**src/fhlc_pkg.sv**
```systemverilog
package fhlc_pkg;

  localparam int XW   = 10;
  localparam int YW   = 16;
  localparam int DW   = 17;
  localparam int ERRW = 18;

  // Request operation codes.
  localparam logic OP_CLEAR = 1'b0;
  localparam logic OP_DRAW  = 1'b1;

  typedef logic        [XW-1:0] col_t;
  typedef logic signed [YW-1:0] hgt_t;

  localparam hgt_t EMPTY_LOW  = 16'sd32000;
  localparam hgt_t EMPTY_HIGH = -16'sd32000;

  // One horizon column: lowest and highest height plotted so far.
  typedef struct packed {
    hgt_t low;
    hgt_t high;
  } hzn_t;

  // One visible run as kept in the run buffer.
  typedef struct packed {
    col_t x_from;
    hgt_t y_from;
    col_t x_to;
    hgt_t y_to;
  } run_t;

  // Start values for the line stepper, already ordered along the major axis.
  typedef struct packed {
    logic             steep;
    logic             neg;
    col_t             x;
    hgt_t             y;
    col_t             x_end;
    hgt_t             y_end;
    logic [DW-1:0]    dmaj;
    logic [DW-1:0]    dmin;
  } step_init_t;

  // Current pixel of the stepper.
  typedef struct packed {
    col_t x;
    hgt_t y;
    logic done;
  } step_pos_t;

  typedef enum logic [3:0] {
    ST_CLEAR,
    ST_IDLE,
    ST_SETUP,
    ST_ORDER,
    ST_COL_RD,
    ST_PT_EV,
    ST_VT_EV,
    ST_VT_RUN2,
    ST_W_RD,
    ST_W_EV,
    ST_W_END,
    ST_E_RD,
    ST_E_LD,
    ST_E_WAIT
  } fsm_e;

endpackage

```
**src/fhlc_stepper.sv**
```systemverilog
module fhlc_stepper (
  input  logic                  clk_i,
  input  logic                  rst_ni,
  input  logic                  load_i,
  input  fhlc_pkg::step_init_t  init_i,
  input  logic                  step_i,
  output fhlc_pkg::step_pos_t   pos_o
);
  import fhlc_pkg::*;

  logic              steep_q, neg_q;
  col_t              x_q, x_end_q;
  hgt_t              y_q, y_end_q;
  logic [DW-1:0]     dmaj_q, dmin_q;
  logic [ERRW-1:0]   err_q;
  logic [ERRW-1:0]   err_sum;
  logic              minor_step;

  // Error term after one major step and whether the minor axis moves.
  always_comb begin
    err_sum    = err_q + ERRW'(dmin_q);
    minor_step = err_sum >= ERRW'(dmaj_q);
  end

  // Bresenham step: the major axis always advances by one.
  always_ff @(posedge clk_i or negedge rst_ni) begin
    if (!rst_ni) begin
      steep_q <= 1'b0;
      neg_q   <= 1'b0;
    end else if (load_i) begin
      steep_q <= init_i.steep;
      neg_q   <= init_i.neg;
    end
  end

  always_ff @(posedge clk_i) begin
    if (load_i) begin
      x_q     <= init_i.x;
      y_q     <= init_i.y;
      x_end_q <= init_i.x_end;
      y_end_q <= init_i.y_end;
      dmaj_q  <= init_i.dmaj;
      dmin_q  <= init_i.dmin;
      err_q   <= ERRW'(init_i.dmaj >> 1);
    end else if (step_i) begin
      err_q <= minor_step ? (err_sum - ERRW'(dmaj_q)) : err_sum;
      if (steep_q) begin
        y_q <= y_q + hgt_t'(1);
        if (minor_step) begin
          x_q <= neg_q ? (x_q - col_t'(1)) : (x_q + col_t'(1));
        end
      end else begin
        x_q <= x_q + col_t'(1);
        if (minor_step) begin
          y_q <= neg_q ? (y_q - hgt_t'(1)) : (y_q + hgt_t'(1));
        end
      end
    end
  end

  assign pos_o.x    = x_q;
  assign pos_o.y    = y_q;
  assign pos_o.done = steep_q ? (y_q == y_end_q) : (x_q == x_end_q);

endmodule
```
**config.mk**
```make
export PLATFORM = sky130hd
export DESIGN_NAME = fhlc_stepper
export DESIGN_NICKNAME = d
export VERILOG_FILES = /design/src/fhlc_pkg.sv /design/src/fhlc_stepper.sv
export SDC_FILE = /design/constraint.sdc
export NUM_CORES = 1
export LEC_CHECK = 0
export BUFFER_PORTS_ARGS = -buffer_cell sky130_fd_sc_hd__buf_2
export CAP_MARGIN = 20
export CORE_MARGIN = 2
export CORE_UTILIZATION = 51
export CTS_CLUSTER_SIZE = 8
export DETAILED_ROUTE_END_ITERATION = 8
export GPL_ROUTABILITY_DRIVEN = 0
export PLACE_DENSITY = 0.76
export SKIP_CTS_REPAIR_TIMING = 1
export SLEW_MARGIN = 20
export SYNTH_ARGS = -nofsm -noshare
export SYNTH_HDL_FRONTEND = slang
export SYNTH_SLANG_ARGS = --single-unit
```
**constraint.sdc**
```tcl
create_clock -name clk_i -period 4 [get_ports clk_i]
set_input_delay 0.2 -clock clk_i [delete_from_list [all_inputs] [get_ports clk_i]]
set_output_delay 0.2 -clock clk_i [all_outputs]
set_load 0.05 [all_outputs]
```
==> summary.txt <==
Run status
  • Status: complete, no violations

Cells and area
  • P&R area growth vs syn: 26.19%
  • Layout Nets: 948
  • Fraction of layout cells with a size suffix above 1: 28.75%
  • N_diodes: 0
  • Post-Layout Cell Count: 997

CTS
  • Clk_lat worst skew: 0.37 ns
  • Clock root cell: clkbuf_16
  • Clock Path Buffers: 2
  • H-tree depth: 3
  • CTS clk-pin slew, worst paths: 0.07 ns
  • Num CTS Buffers: 9
  • CTS tree: yes
  • Num Clock Sinks: 106

Die
  • DIE AREA: 0.01417 mm2
  • DIE WIDTH: 119.0 um
  • Die Y: 119.0 um
  • Core Rows: 42
  • Initial Util: 51.59%
  • I/O pins: 119
  • Core Box Area: 0.01309 mm2

STA
  • Final hold violations: 0
  • Headroom to the max-slew limit: 45.63%
  • RSZ-0062 raised after global routing: true
  • Worst setup margin: 0.09985 ns
  • Slew of the pin with the lowest slew margin: 0.8156 ns
  • Max Transition Viols Final: 0
  • Clock skew: 0.01014 ns
  • Min Hold Slack: 0.006080 ns
  • Post-layout min period: 3.900 ns
  • Fmax: 256.4 MHz
  • Final period util: 97.50%
  • Final setup fails: 0

Synthesis
  • Post-synthesis cell type count: 66
  • YS warnings: 0
  • Share of the yosys chip area belonging to registers: 46.71%
  • Cell count after synthesis: 660
  • Syn Nets: 792
  • Most instantiated cells after synthesis: 102 x edfxtp_1, 70 x nand2_1, 50 x o21ai_0
  • Mean Syn Cell Area: 10.23 um2
  • Leading area contributor after synthesis: edfxtp_1
  • Number of synthesized flops with an enable pin: 102
  • Mapped Area: 0.006750 mm2
  • Yosys top cell area share: 45.38%
  • Primary FF master, synth: edfxtp_1
  • Synth area leaders: edfxtp_1 45%, ha_1 7.0%, xnor2_1 6.4%
  • Yosys reg bits: 106
  • Most frequent cell after synthesis: edfxtp_1
  • Post-synth ARST share: 1.887%

Worst setup path
  • Worst R2R Setup Slack: 0.1 ns
  • Critical path capture point: y_q[10]
  • Startpoint Class: register
  • Worst r2r src: err_q[0]
  • Worst Setup SP: err_q[0]
  • CP endpoint kind: register
  • Worst reg-to-reg path cell count: 17
  • WP data required: 4.13 ns
  • RR Endpoint: y_q[10]
  • Crit Path Class: reg -> reg
  • Largest fanout on the critical path: 16
  • Arr. time, crit path: 4.03 ns

Placed design
  • Placed insts: 954
  • Pre-CTS setup slack: -0.1036 ns
  • Post-DP HPWL: 12.04 mm
  • PortBufs: 118

Routing
  • Vias per inst: 5.829
  • Final WL: 17.42 mm
  • Remaining DRCs: 0
  • DRT Pass-1 Iters: 5
  • Per-cell routed wire length: 17.47 um
  • Routed vias: 5,812
  • Antenna Nets Post-Route: 0
  • DRT iter0 DRCs: 346

Min path
  • Hold path depth: 1
  • Worst Hold Class: in -> reg

Pwr
  • Peak supply drop: 0.4553 mV
  • Power, Total: 0.008153 W
  • Pwr/cell area: 957.1 mW/mm2
  • Leak pwr: 3.389 nW

Global route
  • Global-route usage over all layers: 23.30%
  • Global-route wire length before repair: 26.19 mm
  • Total grt overflow: 0
  • Antenna violations before repair: 1
  • Vias in the first global route: 5,488
  • Largest net degree at the start of global routing: 75

Run
  • Maximum Capacitance Violations: 0
==> cell type report <==
| class | count | area [um2] |
|---|---|---|
| timing repair buffer | 172 | 1069 |
| multi-input combinational | 494 | 3646 |
| sequential | 106 | 3153 |
| tap | 176 | 220.2 |
| clock buffer | 10 | 239.0 |
| fill | 1041 | 4567 |
| clock inverter | 6 | 67.56 |
| inverter | 33 | 123.9 |
==> kinds of logic after synthesis <==
| family | Yosys count | share of synthesized area (%) |
|---|---|---|
| AND/OR/NAND/NOR | 197 | 14.33 |
| AO/OA/AOI/OAI | 178 | 17.44 |
| flip-flops | 106 | 46.71 |
| XOR/XNOR | 74 | 9.601 |
| buffers and inverters | 60 | 3.503 |
| adder cells (fa/ha/maj) | 40 | 7.637 |
| multiplexers | 5 | 0.7785 |
==> power by group <==
| part | switching [W] | leakage [nW] | internal, W |
|---|---|---|---|
| clock network | 0.000444 | 0.150 | 0.000459 |
| registers | 0.000247 | 1.06 | 0.00154 |
| logic | 0.00309 | 2.18 | 0.00237 |
==> layout by cell type (no fill, tap or decap), types with 6 or more instances in the layout <==
cell and n:
a211oi_2 7, a21o_1 7, a21oi_1 27, a31oi_1 13
and2_1 7, and3_1 6, buf_2 117, buf_4 33
clkbuf_16 9, dlygate4sd3_1 17, edfxtp_1 102, ha_1 29
inv_1 33, nand2_1 66, nand2b_1 7, nand3_1 20
nand4_1 13, nor2_1 31, nor3_1 8, nor4_1 7
o211ai_1 8, o21ai_0 47, xnor2_1 47, xor2_1 23
==> sequential cells by signal, indices dropped and copies added, names as in the netlist <==
name / cells
err_q: 18
dmaj_q: 17
dmin_q: 17
y_end_q: 16
y_q: 16
x_end_q: 10
x_q: 10
neg_q: 1
steep_q: 1
==> through the flow <==
stage / instance area [um2] / utilization, % / TNS [ns]
global placement: 7677 / 58.67 / 0
finish: 8518 / 65.10 / 0
CTS: 7984 / 61.02 / -2.047
global route: 8518 / 65.10 / -1.879
floorplan: 6763 / - / 0
detailed placement: 7677 / 58.67 / -1.447
==> layer usage <==
metal  vias up  wire length, um  track usage [%]
met2       270             8429            38.36
li1       2772                -                -
met5         -               13                0
met4         2              354            7.589
met3        33             1368            5.891
met1      2735             7250            30.13
==> how the worst min path moves through the flow <==
| stage | startpoint | endpoint | slack (ns) |
|---|---|---|---|
| finish | init_i[2] | dmin_q[2] | 0.006 |
| CTS | rst_ni | neg_q | -0.40 |
| global placement | rst_ni | steep_q | -0.01 |
| detailed placement | rst_ni | steep_q | -0.007 |
| floorplan | rst_ni | neg_q | -0.1 |
| global route | init_i[45] | y_end_q[11] | -0.001 |
==> critical path, cell delays in order (launching register included) <==
cell and delay [ns]:
edfxtp_1 0.43, ha_4 0.20, fa_2 0.41, a21oi_4 0.19
o221ai_2 0.12, a31o_4 0.26, a21oi_2 0.14, o21bai_1 0.08
xor2_1 0.24, ha_1 0.33, nand2_2 0.11, nor3_1 0.05
nand4_1 0.08, nand2_1 0.08, a221o_2 0.45, o31ai_4 0.21
nand2_2 0.09, buf_12 0.20
(Power assumes the default switching activity.)
